<file path="src/hw/rtl/irm_pkg.sv">
// ----------------------------------------------------------------------------
// irm_pkg
// Shared types and constants for the ICMP reply matcher.
// ----------------------------------------------------------------------------
package irm_pkg;

    localparam int unsigned POS_W  = 8;   // byte position, saturates at 255
    localparam int unsigned HDR_W  = 6;   // header length in bytes, up to 60
    localparam int unsigned CFG_W  = 16;  // widest configuration register
    localparam int unsigned CFG_IW = 1;   // configuration register index

    localparam logic [CFG_IW-1:0] CFG_EXPECTED_ID  = 1'b0;
    localparam logic [CFG_IW-1:0] CFG_EXPECTED_SEQ = 1'b1;

    localparam logic [7:0] ECHO_REPLY_TYPE    = 8'd0;
    localparam logic [7:0] TIME_EXCEEDED_TYPE = 8'd11;

    // ICMP header size, and offsets of id/seq bytes inside an ICMP header
    localparam logic [POS_W-1:0] ICMP_HDR_BYTES = 8'd8;
    localparam logic [POS_W-1:0] OFF_ID_HI      = 8'd4;
    localparam logic [POS_W-1:0] OFF_ID_LO      = 8'd5;
    localparam logic [POS_W-1:0] OFF_SEQ_HI     = 8'd6;
    localparam logic [POS_W-1:0] OFF_SEQ_LO     = 8'd7;
    localparam logic [POS_W-1:0] POS_MAX        = 8'hFF;

    typedef enum logic [1:0] {
        KIND_OTHER         = 2'd0,
        KIND_ECHO_REPLY    = 2'd1,
        KIND_TIME_EXCEEDED = 2'd2
    } kind_t;

    typedef struct packed {
        logic       last_byte;
        logic [7:0] data_byte;
    } in_item_t;

    typedef struct packed {
        logic  truncated;
        kind_t reply_kind;
        logic  matched;
    } verdict_t;

    // header length field scaled to bytes
    function automatic logic [HDR_W-1:0] ihl_bytes(input logic [7:0] b);
        return {b[3:0], 2'b00};
    endfunction

endpackage

</file>
<file path="src/hw/rtl/irm_in_reg.sv">
// ----------------------------------------------------------------------------
// irm_in_reg
// Input register stage: holds one request until the core consumes it.
// ----------------------------------------------------------------------------
module irm_in_reg
    import irm_pkg::*;
(
    input  logic     aclk,
    input  logic     aresetn,
    input  logic     in_valid,
    output logic     in_ready,
    input  in_item_t in_item,
    output logic     item_valid,
    output in_item_t item,
    input  logic     item_take
);

    logic     valid_reg, valid_next;
    in_item_t item_reg;

    // accept when empty or when the held request leaves this cycle
    assign in_ready   = !valid_reg || item_take;
    assign valid_next = in_ready ? in_valid : valid_reg;

    always_ff @(posedge aclk) begin
        if (!aresetn) begin
            valid_reg <= 1'b0;
        end else begin
            valid_reg <= valid_next;
        end
    end

    always_ff @(posedge aclk) begin
        if (in_valid && in_ready) begin
            item_reg <= in_item;
        end
    end

    assign item_valid = valid_reg;
    assign item       = item_reg;

endmodule

</file>
<file path="src/hw/rtl/irm_core.sv">
// ----------------------------------------------------------------------------
// irm_core
// Per-packet parse state, id/seq compare and the verdict for the last byte.
// ----------------------------------------------------------------------------
module irm_core
    import irm_pkg::*;
(
    input  logic              aclk,
    input  logic              aresetn,
    input  logic              cfg_wr_en,
    input  logic [CFG_IW-1:0] cfg_wr_index,
    input  logic [CFG_W-1:0]  cfg_wr_data,
    input  logic              fire,
    input  in_item_t          item,
    output verdict_t          verdict
);

    logic [CFG_W-1:0] exp_id_reg, exp_seq_reg;

    logic [POS_W-1:0] pos_reg, pos_next;
    logic [HDR_W-1:0] outer_reg, outer_next, outer_upd;
    logic [HDR_W-1:0] inner_reg, inner_next, inner_upd;
    kind_t            kind_reg, kind_next, kind_upd;
    logic             id_ok_reg, id_ok_next, id_ok_upd;
    logic             seq_ok_reg, seq_ok_next, seq_ok_upd;
    logic             done_reg, done_next, done_upd;

    logic [7:0]       b;
    logic [POS_W-1:0] outer_ext, inner_ext, base, off;
    logic             in_fields, type_seen;
    kind_t            kind_out;

    always_ff @(posedge aclk) begin
        if (!aresetn) begin
            exp_id_reg  <= '0;
            exp_seq_reg <= '0;
        end else if (cfg_wr_en) begin
            unique case (cfg_wr_index)
                CFG_EXPECTED_ID:  exp_id_reg  <= cfg_wr_data;
                CFG_EXPECTED_SEQ: exp_seq_reg <= cfg_wr_data;
                default: ;
            endcase
        end
    end

    always_comb begin
        b = item.data_byte;

        outer_upd = (pos_reg == '0) ? ihl_bytes(b) : outer_reg;
        outer_ext = {{(POS_W-HDR_W){1'b0}}, outer_upd};

        kind_upd = kind_reg;
        if (pos_reg == outer_ext) begin
            if (b == ECHO_REPLY_TYPE) begin
                kind_upd = KIND_ECHO_REPLY;
            end else if (b == TIME_EXCEEDED_TYPE) begin
                kind_upd = KIND_TIME_EXCEEDED;
            end else begin
                kind_upd = KIND_OTHER;
            end
        end

        // embedded IP header starts right after the outer ICMP header
        inner_upd = inner_reg;
        if (kind_upd == KIND_TIME_EXCEEDED && pos_reg == outer_ext + ICMP_HDR_BYTES) begin
            inner_upd = ihl_bytes(b);
        end
        inner_ext = {{(POS_W-HDR_W){1'b0}}, inner_upd};

        base = (kind_upd == KIND_ECHO_REPLY) ? outer_ext
                                             : outer_ext + ICMP_HDR_BYTES + inner_ext;
        off       = pos_reg - base;
        in_fields = (kind_upd != KIND_OTHER) && (pos_reg >= base);

        id_ok_upd  = id_ok_reg;
        seq_ok_upd = seq_ok_reg;
        done_upd   = done_reg;
        if (in_fields) begin
            if (off == OFF_ID_HI  && b != exp_id_reg[15:8])  id_ok_upd  = 1'b0;
            if (off == OFF_ID_LO  && b != exp_id_reg[7:0])   id_ok_upd  = 1'b0;
            if (off == OFF_SEQ_HI && b != exp_seq_reg[15:8]) seq_ok_upd = 1'b0;
            if (off == OFF_SEQ_LO) begin
                if (b != exp_seq_reg[7:0]) seq_ok_upd = 1'b0;
                done_upd = 1'b1;
            end
        end

        type_seen = pos_reg >= outer_ext;
        kind_out  = type_seen ? kind_upd : KIND_OTHER;

        verdict.reply_kind = kind_out;
        verdict.truncated  = !type_seen || (kind_out != KIND_OTHER && !done_upd);
        verdict.matched    = (kind_out != KIND_OTHER) && done_upd && id_ok_upd && seq_ok_upd;

        // hold when idle, drop back to packet start after the last byte
        pos_next    = pos_reg;
        outer_next  = outer_reg;
        inner_next  = inner_reg;
        kind_next   = kind_reg;
        id_ok_next  = id_ok_reg;
        seq_ok_next = seq_ok_reg;
        done_next   = done_reg;
        if (fire) begin
            if (item.last_byte) begin
                pos_next    = '0;
                outer_next  = '0;
                inner_next  = '0;
                kind_next   = KIND_OTHER;
                id_ok_next  = 1'b1;
                seq_ok_next = 1'b1;
                done_next   = 1'b0;
            end else begin
                pos_next    = (pos_reg != POS_MAX) ? pos_reg + 1'b1 : pos_reg;
                outer_next  = outer_upd;
                inner_next  = inner_upd;
                kind_next   = kind_upd;
                id_ok_next  = id_ok_upd;
                seq_ok_next = seq_ok_upd;
                done_next   = done_upd;
            end
        end
    end

    always_ff @(posedge aclk) begin
        if (!aresetn) begin
            pos_reg    <= '0;
            outer_reg  <= '0;
            inner_reg  <= '0;
            kind_reg   <= KIND_OTHER;
            id_ok_reg  <= 1'b1;
            seq_ok_reg <= 1'b1;
            done_reg   <= 1'b0;
        end else begin
            pos_reg    <= pos_next;
            outer_reg  <= outer_next;
            inner_reg  <= inner_next;
            kind_reg   <= kind_next;
            id_ok_reg  <= id_ok_next;
            seq_ok_reg <= seq_ok_next;
            done_reg   <= done_next;
        end
    end

endmodule

</file>
<file path="src/hw/rtl/irm_out_reg.sv">
// ----------------------------------------------------------------------------
// irm_out_reg
// Result register: holds a verdict until the downstream side takes it.
// ----------------------------------------------------------------------------
module irm_out_reg
    import irm_pkg::*;
(
    input  logic     aclk,
    input  logic     aresetn,
    input  logic     load,
    input  verdict_t verdict_in,
    output logic     free,
    output logic     out_valid,
    input  logic     out_ready,
    output verdict_t verdict_out
);

    logic     valid_reg, valid_next;
    verdict_t verdict_reg;

    assign free = !valid_reg || out_ready;

    always_comb begin
        valid_next = valid_reg;
        if (out_ready) valid_next = 1'b0;
        if (load)      valid_next = 1'b1;
    end

    always_ff @(posedge aclk) begin
        if (!aresetn) begin
            valid_reg <= 1'b0;
        end else begin
            valid_reg <= valid_next;
        end
    end

    always_ff @(posedge aclk) begin
        if (load) begin
            verdict_reg <= verdict_in;
        end
    end

    assign out_valid   = valid_reg;
    assign verdict_out = verdict_reg;

endmodule

</file>
<file path="src/hw/rtl/icmp_reply_matcher.sv">
// A last byte passes the input register, then the result register, before its verdict shows on m_*.
// Throughput: one byte per cycle while no last byte waits; the parse state is updated once per byte.
// A last byte waits in the input register only while the result register is full.
// Reset: synchronous, active-low aresetn clears the parse state, both registers
// (expected id/seq to zero) and all valid flags.
// ----------------------------------------------------------------------------
// icmp_reply_matcher
// Byte-stream matcher for ICMP echo reply and time exceeded replies to a probe.
// ----------------------------------------------------------------------------
module icmp_reply_matcher
    import irm_pkg::*;
(
    input  logic              aclk,
    input  logic              aresetn,

    // configuration: index 0 expected_id, index 1 expected_seq
    input  logic              cfg_wr_en,
    input  logic [CFG_IW-1:0] cfg_wr_index,
    input  logic [CFG_W-1:0]  cfg_wr_data,

    // packet bytes, starting at the outer IP header
    input  logic              s_tvalid,
    output logic              s_tready,
    input  logic [7:0]        s_tdata,   // [7:0] data_byte
    input  logic              s_tlast,   // last_byte

    // one verdict per packet
    output logic              m_tvalid,
    input  logic              m_tready,
    output logic [7:0]        m_tdata,   // [0] matched, [1] truncated, [7:2] zero
    output logic [1:0]        m_tuser    // [1:0] reply_kind
);

    in_item_t s_item, item;
    logic     item_valid, item_take, fire, out_free, load;
    verdict_t verdict, verdict_q;

    assign s_item.data_byte = s_tdata;
    assign s_item.last_byte = s_tlast;

    // input register parts the upstream handshake from the parse logic
    irm_in_reg u_in (
        .aclk       (aclk),
        .aresetn    (aresetn),
        .in_valid   (s_tvalid),
        .in_ready   (s_tready),
        .in_item    (s_item),
        .item_valid (item_valid),
        .item       (item),
        .item_take  (item_take)
    );

    // a non-last byte never needs the result slot; a last byte advances
    // only when the result register is empty or being drained
    assign item_take = item_valid && (!item.last_byte || out_free);
    assign fire      = item_take;
    assign load      = fire && item.last_byte;

    irm_core u_core (
        .aclk         (aclk),
        .aresetn      (aresetn),
        .cfg_wr_en    (cfg_wr_en),
        .cfg_wr_index (cfg_wr_index),
        .cfg_wr_data  (cfg_wr_data),
        .fire         (fire),
        .item         (item),
        .verdict      (verdict)
    );

    // result register: hold the verdict until m_tready
    irm_out_reg u_out (
        .aclk        (aclk),
        .aresetn     (aresetn),
        .load        (load),
        .verdict_in  (verdict),
        .free        (out_free),
        .out_valid   (m_tvalid),
        .out_ready   (m_tready),
        .verdict_out (verdict_q)
    );

    assign m_tdata = {6'b000000, verdict_q.truncated, verdict_q.matched};
    assign m_tuser = verdict_q.reply_kind;

endmodule

</file>
<file path="config.mk">
export PLATFORM = sky130hd
export DESIGN_NAME = icmp_reply_matcher
export DESIGN_NICKNAME = d
export VERILOG_FILES = /design/src/hw/rtl/irm_pkg.sv /design/src/hw/rtl/irm_in_reg.sv /design/src/hw/rtl/irm_core.sv /design/src/hw/rtl/irm_out_reg.sv /design/src/hw/rtl/icmp_reply_matcher.sv
export SDC_FILE = /design/constraint.sdc
export NUM_CORES = 1
export LEC_CHECK = 0
export BUFFER_PORTS_ARGS = -buffer_cell sky130_fd_sc_hd__clkbuf_2
export CAP_MARGIN = 25
export CELL_PAD_IN_SITES_DETAIL_PLACEMENT = 0
export CELL_PAD_IN_SITES_GLOBAL_PLACEMENT = 1
export CORE_MARGIN = 5
export CORE_UTILIZATION = 49
export CTS_CLUSTER_SIZE = 10
export DETAILED_ROUTE_END_ITERATION = 6
export HOLD_SLACK_MARGIN = 0.03
export PLACE_DENSITY_LB_ADDON = 0.2
export SLEW_MARGIN = 20
export SYNTH_ARGS = -nofsm -noshare
export SYNTH_HDL_FRONTEND = slang
export SYNTH_SLANG_ARGS = --single-unit
</file>
<file path="constraint.sdc">
create_clock -name aclk -period 17.6 [get_ports aclk]
set_clock_uncertainty 0.15 [all_clocks]
set_input_delay 3.52 -clock aclk [delete_from_list [all_inputs] [get_ports aclk]]
set_output_delay 3.52 -clock aclk [all_outputs]
set_load 0.02 [all_outputs]
</file>
Yosys cells after proc, flatten, opt, wreduce, memory -nomap -nowiden. Cells that the tools add are included.

Register bits after elaboration: 72. Bits of input ports: 31. Output and inout bits: 12. Word-level logic and storage cells: 93.

Add/sub/neg operators: 4. Order comparisons: 2. Equality and inequality tests: 14. Multiplexer cells: 26. Bitwise logic cells: 1. Reduce and logical (&&, ||, !) cells: 30.

Operators with widths (count): $eq A8 B3 Y1 const B (4); $ne A8 B8 Y1 (4); $mux W6 (4); $mux W8 (3); $logic_not A8 Y1 (2); $mux W1 (14); $logic_and A1 B1 Y1 (12); $mux W2 (5); $add A8 B1 Y8 const B (1); $add A8 B6 Y8 (1); $eq A8 B4 Y1 const B (1); $eq A8 B6 Y1 (1); $eq A8 B8 Y1 (1); $ge A8 B6 Y1 (1); $ge A8 B8 Y1 (1); $ne A8 B8 Y1 const B (1); $reduce_bool A2 Y1 (4); $sub A8 B8 Y8 (1); $add A6 B4 Y7 const B (1); $reduce_and A2 Y1 (3); $logic_not A1 Y1 (5); $logic_or A1 B1 Y1 (4); $eq A2 B1 Y1 const B (1); $eq A2 B2 Y1 const B (1); $not A1 Y1 (1).

Longest topological paths before layout. Gate-level depths: netlist of the first run.

Depth after elaboration: 17. Gate-level depth with buffers: 31. Mapped depth without buffers: 30.

Hierarchy. A second synthesis of the first run with hierarchy kept.

Cell total of the unflattened synthesis: 524. Area, all modules: 4454.3 µm².

By module, submodules not included: irm_core (instances 1, cells each 492, area an instance 3890.0 µm², seq. area each 1141.1 µm²); irm_in_reg (instances 1, cells each 14, area an instance 327.8 µm², seq. area each 290.3 µm²); irm_out_reg (instances 1, cells each 8, area an instance 168.9 µm², seq. area each 140.1 µm²); icmp_reply_matcher (instances 1, cells each 10, area an instance 67.6 µm², seq. area each 0.0 µm²).

Worst setup path before layout of the first run. Ideal clock, no wire load.

Path type: input to output. From: input port m_tready. To: output port s_tready. Arrival time: 3.898 ns. Required time: 13.930 ns. Path slack: 10.032 ns. Cell stages on the path: 2. Path buffers: 0. Cells stage by stage: nor2b_1 > nand3_1.

Cells in the longest elaborated chain, start to end: 4.

Ends and longest elaborated chain: start, declared (RTL line icmp_reply_matcher.sv:29) `input logic m_tready,`; $logic_or A1 B1 Y1 (RTL line irm_out_reg.sv:21) `assign free = !valid_reg || out_ready;`; $logic_or A1 B1 Y1 (RTL line icmp_reply_matcher.sv:55) `assign item_take = item_valid && (!item.last_byte || out_free);`; $logic_and A1 B1 Y1 (RTL line icmp_reply_matcher.sv:55); $logic_or A1 B1 Y1 (RTL line irm_in_reg.sv:22) `assign in_ready = !valid_reg || item_take;`; end, declared (RTL line icmp_reply_matcher.sv:23) `output logic s_tready,`.

Every way passes these cells.

Worst setup path in the final report of the first run. Ends and elaborated chain as after synthesis.

==> flow_metrics.tcl, run 1 <==
set metrics [dict create \
    outcome "completed" \
    final_cell_area_mm2 0.00494 \
    crit_path_top_delay_cell "nor2b_1" \
    cts_sinks 72 \
    area_delta_synth_final_pct 9.54 \
    dp_hpwl_um 7960 \
    p_per_area_mw_per_mm2 76.6 \
    ctsRootBufferMaster "clkbuf_8" \
    post_drt_wl_per_cell_um 16.3 \
    core_mm2 0.00911 \
    leakage_uw 0.00197 \
    drive_gt1_share_pct 13.6 \
    cts_tree "done" \
    worstMarginPinSlew_ns 0.837 \
    setup_viol 0 \
    cap_violations 0 \
    grt_max_degree 49 \
    multi_input_area_mm2 0.00274 \
    wl_um 10700 \
    drv_slew 0 \
    syn_avg_cell_area_um2 8.69 \
    min_period_ns 7.76 \
    async_reset_ff_share_pct 0 \
    p_switching_uw 101 \
    dieArea_mm2 0.0112 \
    p_sw_share_pct 26.6 \
    track_usage_pct 19.9 \
    vias 3675 \
    start_util_pct 49.5 \
    die_w_um 106 \
    diodes 0 \
    rsz0062_at_grt "no" \
    cp_common_cell "clkbuf_2" \
    clk_latency_ns 0.35 \
    p_clk_share_pct 39.6 \
    worstPathRequired_ns 13.93 \
    synth_edf_count 13 \
    fin_util_pct 54.2 \
    fillers 860 \
    synth.largest_area_cell "dfxtp_1" \
    crit_path_end_kind "output port" \
    cp.arrival_ns 4.09 \
    hp-class "flip-flop to flip-flop" \
    yosysTopAreaCellShare_pct 26.2 \
    netlist_area_mm2 0.00451 \
    drt-vias-per-instance 5.60 \
    overflow 0 \
    ys_top_cells_by_area "dfxtp_1 (26%), edfxtp_1 (8.7%), nand2_1 (7.0%), ha_1 (6.1%), a21boi_0 (6.0%)" \
    combPwrFrac_pct 12.9 \
    grt_pass1_vias 3665 \
    drt-pass1-iter-count 4 \
    place.port_buffers 36 \
    holdBufCountCts 0 \
    cts_resized 0 \
    nets 595 \
    ctsHtreeMaxLevel 3 \
    ys_seq_elements 72 \
    finalHoldViolCount 0 \
    max_freq_mhz 129 \
    p_seq_share_pct 47.5 \
    tns_ns 0 \
    die_h_um 106 \
    crit_fanout 3 \
    synth_cell_types 73 \
    seq_area_mm2 0.00157 \
    critPathKind "input pin to output port" \
    clk_pin_slew_ns 0.07 \
    relSlewSlack_pct 43.8 \
    ys.flop_type "dfxtp_1" \
    antenna_left 0 \
    post_cts_buffers 0 \
    ys_seq_area_share_pct 34.8 \
    antenna_found_initial 0 \
    path_delay_family "simple AND/OR/NAND/NOR gates" \
    gp_congestion 0.899 \
    cts_inserted_buffers 9 \
    slowest_delay_ns 0.19 \
    drc 0 \
    ios 43 \
    drt_iter0_drc 204 \
    grt_pass1_wl_um 17800 \
    cp.buffers_inverters 2 \
    netlist_instances 519 \
    start_kind "input pin" \
    crit_chain "clkbuf_2, nor2b_1, nand3_1, clkbuf_2" \
    irDropWorstVdd_mv 0.0414 \
    post-route-period-util_pct 44.1 \
    rows 35 \
    clk_path_buf_depth 2 \
    placed_cell_area_mm2 0.00471 \
    ys_warn_count 0 \
    power.internal_uw 278 \
]
[cell families (layout without fill, tap and decap cells)]
kind of cell / count (synthesis) / count (layout) / share of synthesized area (%)
xor+xnor: 44 / 44 / 8.54
simple gates: 198 / 198 / 21.9
fa+ha+maj: 24 / 24 / 6.99
mux: 14 / 14 / 3.97
other cells: 1 / 6 / 0.0831
compound gates: 116 / 116 / 18.8
flops: 72 / 72 / 34.8
buf+inv: 50 / 71 / 4.88
[cells in the final DEF (no fill, tap or decap), types with 16 or more instances in the layout]
cell,n
ha_1,22
nor2_1,25
inv_1,16
xnor2_1,25
a21boi_0,36
nor2b_1,17
a21oi_1,17
nand2_1,84
xor2_1,19
clkbuf_2,36
dfxtp_1,59
[layout make-up]
class	count	share of cell area, %
Clock buffer	12	3.60
Tap cell	111	2.81
Multi-Input combinational cell	402	55.4
Timing Repair Buffer	38	3.95
Inverter	17	1.29
Clock inverter	4	1.14
Sequential cell	72	31.8
[power groups by stage]
stage	Sequential [uW]	Combinational (uW)	Clock (uW)
after floorplan	180	38.9	0
after global placement	184	48.1	0
after detailed placement	184	48.8	0
after CTS	180	49.1	155
after global routing	181	54.8	161
final	180	48.7	150
[final timing paths]
path              depth (start not counted)                          endpoint  slack [ns]                        startpoint
setup / recovery                          4                          s_tready        9.84                          m_tready
hold reg to reg                           1  u_core.inner_reg[1]$_SDFFE_PN0P_        0.30  u_core.inner_reg[1]$_SDFFE_PN0P_
hold / removal                            1  u_core.inner_reg[1]$_SDFFE_PN0P_        0.30  u_core.inner_reg[1]$_SDFFE_PN0P_
setup reg to reg                         29    u_out.verdict_out[0]$_DFFE_PP_       10.08    u_core.pos_reg[1]$_SDFFE_PN0P_
[per-layer routing]
metal  vias up  part of all wire (%)  global-route usage, %
li1       1863                     -                      -
met1      1717                    44                   23.9
met2        76                    50                   35.5
met3        19                   3.6                   3.76
met4         0                   2.2                   7.03
met5         -                     0                      0
[synth_stat cells, types with 2 or more instances]
master	instances
a211o_1	2
a21boi_0	36
a21o_1	6
a21oi_1	17
a22oi_1	4
a31oi_1	8
a32oi_1	4
and2_1	7
and3_1	4
and4_1	3
buf_2	2
buf_4	6
clkbuf_1	24
dfxtp_1	59
edfxtp_1	13
fa_1	2
ha_1	22
inv_1	16
mux2_2	4
mux2_4	4
mux2i_1	4
nand2_1	84
nand2b_1	11
nand3_1	10
nand4_1	7
nor2_1	25
nor2b_1	17
nor3_1	11
nor4_1	4
nor4b_2	2
o21a_1	3
o21ai_0	5
o21ai_1	3
o21bai_1	5
o311a_1	2
o31ai_1	2
or3_1	3
xnor2_1	25
xor2_1	19
[through the flow]
| stage | total power, uW | std cells | setup slack, ns | hold slack (ns) |
|---|---|---|---|---|
| 2_1_floorplan | 219 | 524 | 10.03 | 0.271 |
| 3_3_place_gp | 232 | 640 | 9.87 | 0.285 |
| 3_5_place_dp | 233 | 640 | 9.85 | 0.286 |
| 4_1_cts | 383 | 656 | 9.84 | 0.309 |
| 5_1_grt | 397 | 656 | 9.42 | 0.318 |
| 6_report | 379 | 656 | 9.84 | 0.303 |
No activity file was read; power rests on OpenSTA's default activity.
==> run 2: changes to the inputs <==
--- a/config.mk
+++ b/config.mk
@@ -10,7 +10,7 @@
 export CELL_PAD_IN_SITES_DETAIL_PLACEMENT = 0
 export CELL_PAD_IN_SITES_GLOBAL_PLACEMENT = 1
 export CORE_MARGIN = 5
-export CORE_UTILIZATION = 49
+export CORE_UTILIZATION = 41
 export CTS_CLUSTER_SIZE = 10
 export DETAILED_ROUTE_END_ITERATION = 6
 export HOLD_SLACK_MARGIN = 0.03
==> constraint.sdc (replaced) <==
create_clock -name aclk -period 6.51 [get_ports aclk]
set_clock_uncertainty 0.15 [all_clocks]
set_input_delay 1.302 -clock aclk [delete_from_list [all_inputs] [get_ports aclk]]
set_output_delay 1.302 -clock aclk [all_outputs]
set_load 0.02 [all_outputs]
==> run 2 against run 1 <==
Net effect: worst hold slack improved by 0.0054 ns; sequential share of layout area decreased by 2.5 points; cell count increased by 9.8%; register-to-register slack got worse by 9.9 ns; critical path depth increased by 26; sequential cell count unchanged; cell area increased by 8.8%.
==> flow_metrics.tcl, run 2 (same netlist as run 1, synthesis figures left out) <==
set metrics [dict create \
    cp.buffers_inverters 3 \
    worstPathRequired_ns 6.46 \
    rows 38 \
    fin_ws_ns 0.210 \
    overflow 0 \
    irDropWorstVdd_mv 0.135 \
    fillers 1013 \
    track_usage_pct 18.4 \
    grt_max_degree 49 \
    antenna_found_initial 0 \
    layout_common_cells "nand2_1 (84), dfxtp_1 (58), a21boi_0 (36), clkbuf_2 (36), buf_4 (35)" \
    die_h_um 115 \
    vias 3867 \
    nets 630 \
    leakage_uw 0.00214 \
    setup_viol 0 \
    worstMarginPinSlew_ns 0.885 \
    dp_cells 693 \
    critPathKind "flip-flop to flip-flop" \
    cts_sinks 72 \
    ios 43 \
    core_mm2 0.0108 \
    drt_iter0_drc 280 \
    crit_path_top_delay_cell "or4b_4" \
    clk_path_buf_depth 2 \
    cp.arrival_ns 6.25 \
    cts_inserted_buffers 9 \
    outcome "completed" \
    relSlewSlack_pct 40.6 \
    start_kind "flip-flop" \
    holdWs_ns 0.308 \
    drive_gt1_share_pct 22.8 \
    drt-vias-per-instance 5.37 \
    layoutNonFillerInstCount 720 \
    grt_pass1_vias 3739 \
    max_freq_mhz 159 \
    die_w_um 115 \
    cts_tree "done" \
    drc 0 \
    gp_congestion 0.884 \
    crit_fanout 5 \
    hp-class "flip-flop to flip-flop" \
    antenna_left 0 \
    min_period_ns 6.30 \
    drt-pass1-iter-count 4 \
    dp_slack_ns 0.00421 \
    start_util_pct 41.8 \
    area_delta_synth_final_pct 19.2 \
    place.port_buffers 36 \
    ctsRootBufferMaster "clkbuf_8" \
    clk_latency_ns 0.36 \
    clk_pin_slew_ns 0.08 \
    drv_slew 0 \
    cap_violations 0 \
    holdBufCountCts 0 \
    dp_hpwl_um 8700 \
    diodes 0 \
    dieArea_mm2 0.0132 \
    slowest_delay_ns 0.48 \
    wl_um 12000 \
    post_drt_wl_per_cell_um 16.6 \
    tns_ns 0 \
    finalHoldViolCount 0 \
    post-route-period-util_pct 96.8 \
    grt_pass1_wl_um 19000 \
    final_common_cell "nand2_1" \
    crit_path_end_kind "flip-flop" \
    p_per_area_mw_per_mm2 193 \
    path_delay_family "simple AND/OR/NAND/NOR gates" \
    ctsHtreeMaxLevel 3 \
]
## run 2: timing repair
item | 4_1_cts | 5_1_grt
endpoints found under the setup margin | 1 | 5
resized for setup | 1 | 30
pin swaps | 0 | 19
buffers inserted | 0 | 11
## run 2: worst paths after layout
path / from / end / slack, ns / cells after the start
worst max register to register: u_core.pos_reg[0]$_SDFFE_PN0P_ / u_out.verdict_out[3]$_DFFE_PP_ / 0.21 / 30
worst max-delay path: u_core.pos_reg[0]$_SDFFE_PN0P_ / u_out.verdict_out[3]$_DFFE_PP_ / 0.21 / 30
worst min register to register: u_core.inner_reg[0]$_SDFFE_PN0P_ / u_core.inner_reg[0]$_SDFFE_PN0P_ / 0.31 / 1
worst min-delay path: u_core.inner_reg[0]$_SDFFE_PN0P_ / u_core.inner_reg[0]$_SDFFE_PN0P_ / 0.31 / 1
## run 2: layer usage
metal | vias to the layer above | part of all wire [%] | global-route usage (%)
met5 | - | 0 | 0
met4 | 0 | 2.0 | 5.79
met3 | 20 | 4.4 | 3.89
met2 | 100 | 49 | 31.5
met1 | 1821 | 45 | 23.1
li1 | 1926 | - | -
## run 2: where the power goes
group	switching, uW	internal [uW]	leakage, uW
Combinational	89.3	69.9	0.00143
Clock	181	218	0.000112
Sequential	13.1	468	0.000605
Total	283	756	0.00214
## run 2: metrics by stage
step / cell area, um^2 / util, % / power [uW]
after floorplan: 4530 / - / 591
after global placement: 4920 / 45.6 / 636
after detailed placement: 4920 / 45.6 / 638
after CTS: 5140 / 47.7 / 1040
after global routing: 5380 / 49.8 / 1090
final: 5380 / 49.8 / 1040
## run 2: final cells by class
class	instances	area [um^2]	share of cell area [%]
well taps	140	175	3.26
repair buffers	73	465	8.66
clock inverters	6	88.8	1.65
inverters	17	63.8	1.19
clock buffers	10	128	2.37
flip-flops and latches	72	1580	29.3
multi-input cells	402	2880	53.6
==> run 3: changes to the inputs <==
--- a/config.mk
+++ b/config.mk
@@ -10,11 +10,11 @@
 export CELL_PAD_IN_SITES_DETAIL_PLACEMENT = 0
 export CELL_PAD_IN_SITES_GLOBAL_PLACEMENT = 1
 export CORE_MARGIN = 5
-export CORE_UTILIZATION = 41
+export CORE_UTILIZATION = 46
 export CTS_CLUSTER_SIZE = 10
 export DETAILED_ROUTE_END_ITERATION = 6
 export HOLD_SLACK_MARGIN = 0.03
-export PLACE_DENSITY_LB_ADDON = 0.2
+export PLACE_DENSITY_LB_ADDON = 0.1
 export SLEW_MARGIN = 20
 export SYNTH_ARGS = -nofsm -noshare
 export SYNTH_HDL_FRONTEND = slang
==> constraint.sdc (replaced) <==
create_clock -name aclk -period 6.71 [get_ports aclk]
set_clock_uncertainty 0.15 [all_clocks]
set_input_delay 1.342 -clock aclk [delete_from_list [all_inputs] [get_ports aclk]]
set_output_delay 1.342 -clock aclk [all_outputs]
set_load 0.02 [all_outputs]
==> run 3 against run 2 <==
Net effect: register-to-register slack better by 0.09 ns; sequential power is 3% lower; critical path type unchanged; sequential share of layout area increased by 0.58 points; worst hold slack improved by 0.0016 ns; non-clock buffer count fell by 7; die area decreased by 9.9%; utilization up 4.5 points; combinational power is 6% lower; clock power fell by 9.3%; routed wire length down 4.3%; clock-buffer cell count up 4; critical endpoint is now u_out.verdict_out[0]$_DFFE_PP_; first-iteration DRC count shrank 37%.
==> flow_metrics.tcl, run 3 (same netlist as run 1, synthesis figures left out) <==
set metrics [dict create \
    drive_gt1_share_pct 21.1 \
    antenna_left 0 \
    crit_path_end_kind "flip-flop" \
    antenna_found_initial 0 \
    overflow 0 \
    cts_tree "done" \
    drt-met1-wl_um 5020 \
    cts_sinks 72 \
    slowest_delay_ns 0.52 \
    grt_pass1_vias 3654 \
    cp.arrival_ns 6.37 \
    critPathKind "flip-flop to flip-flop" \
    crit_fanout 6 \
    die_w_um 109 \
    post-route-period-util_pct 95.6 \
    wl_um 11400 \
    setup_viol 0 \
    outcome "completed" \
    die_h_um 109 \
    drt-vias-per-instance 5.30 \
    track_usage_pct 20.5 \
    cp.buffers_inverters 2 \
    vias 3742 \
    p_per_area_mw_per_mm2 186 \
    ctsHtreeMaxLevel 3 \
    path_delay_family "simple AND/OR/NAND/NOR gates" \
    top_layer "met4" \
    ios 43 \
    diodes 0 \
    nets 623 \
    drv_slew 0 \
    ctsRootBufferMaster "clkbuf_8" \
    worstMarginPinSlew_ns 0.821 \
    max_freq_mhz 156 \
    cap_violations 0 \
    drt_iter0_drc 176 \
    gp_congestion 0.948 \
    grt_pass1_wl_um 18800 \
    holdBufCountCts 0 \
    dieArea_mm2 0.0119 \
    clk_pin_slew_ns 0.07 \
    crit_path_top_delay_cell "or4b_4" \
    layout_common_cells "nand2_1 (84), dfxtp_1 (58), a21boi_0 (36), clkbuf_2 (36), buf_4 (30)" \
    finalHoldViolCount 0 \
    cts_inserted_buffers 9 \
    place.port_buffers 36 \
    area_delta_synth_final_pct 16.7 \
    post_drt_wl_per_cell_um 16.2 \
    relSlewSlack_pct 44.9 \
    worstPathRequired_ns 6.66 \
    dp_hpwl_um 8460 \
    grt_max_degree 49 \
    min_period_ns 6.41 \
    clk_path_buf_depth 2 \
    clk_latency_ns 0.35 \
    wl_met2_um 5730 \
    drc 0 \
    wl_met3_um 513 \
    rows 36 \
    core_mm2 0.00968 \
    final_common_cell "nand2_1" \
    hp-class "flip-flop to flip-flop" \
    start_kind "flip-flop" \
    drt-pass1-iter-count 4 \
    start_util_pct 46.6 \
    leakage_uw 0.00210 \
    cp_common_cell "ha_1" \
    irDropWorstVdd_mv 0.111 \
    placed_cell_area_mm2 0.00490 \
    final_cell_area_mm2 0.00526 \
    holdWs_ns 0.310 \
]
## run 3: worst paths after layout
kind / start / end / slack [ns] / depth (start not counted)
setup / recovery: u_core.pos_reg[0]$_SDFFE_PN0P_ / u_out.verdict_out[0]$_DFFE_PP_ / 0.30 / 29
hold / removal: u_core.inner_reg[0]$_SDFFE_PN0P_ / u_core.inner_reg[0]$_SDFFE_PN0P_ / 0.31 / 1
setup reg to reg: u_core.pos_reg[0]$_SDFFE_PN0P_ / u_out.verdict_out[0]$_DFFE_PP_ / 0.30 / 29
hold reg to reg: u_core.inner_reg[0]$_SDFFE_PN0P_ / u_core.inner_reg[0]$_SDFFE_PN0P_ / 0.31 / 1
## run 3: metrics by stage
step	total power (uW)	utilization [%]	TNS, ns	instances	setup WS, ns
2_1_floorplan	574	-	0	524	0.311
3_3_place_gp	616	50.6	0	684	0.0888
3_5_place_dp	617	50.6	0	684	0.0153
4_1_cts	983	52.8	0	700	0.0853
5_1_grt	1030	54.4	-0.0272	706	-0.0272
6_report	978	54.4	0	706	0.297
## run 3: per-layer routing
| layer | up-vias | global-route usage [%] |
|---|---|---|
| li1 | 1913 | - |
| met1 | 1735 | 25.7 |
| met2 | 82 | 35.4 |
| met3 | 12 | 3.91 |
| met4 | 0 | 6.40 |
| met5 | - | 0 |
## run 3: final cells by class
type,count,area (um^2)
inverter,17,63.8
sequential,72,1570
fill,961,4420
multi-input combinational,402,2840
tap,133,166
clock buffer,14,195
clock inverter,2,17.5
timing repair buffer,66,405
## run 3: worst reg2reg max path, delay by kind of cell (launching register included)
family | cells | cell delay [ns]
adders and majority gates | 5 | 1.17
AOI/OAI and AO/OA | 10 | 2.04
buffers and inverters | 2 | 0.18
DFF | 1 | 0.34
xor gates and xnor gates | 1 | 0.13
and+or+nand+nor | 11 | 2.16
## run 3: where the power goes
group          leakage [uW]  switching [uW]  internal (uW)
clock              0.000108             170            192
combinational       0.00139            83.0           66.1
sequential         0.000605            12.5            454
total               0.00210             266            712
## run 3: what timing repair did
action / 4_1_cts / 5_1_grt
resized for setup: 1 / 23
endpoints found under the setup margin: 1 / 5
pin swaps: 0 / 7
endpoints found under the hold margin: 0 / 0
buffers inserted: 0 / 6
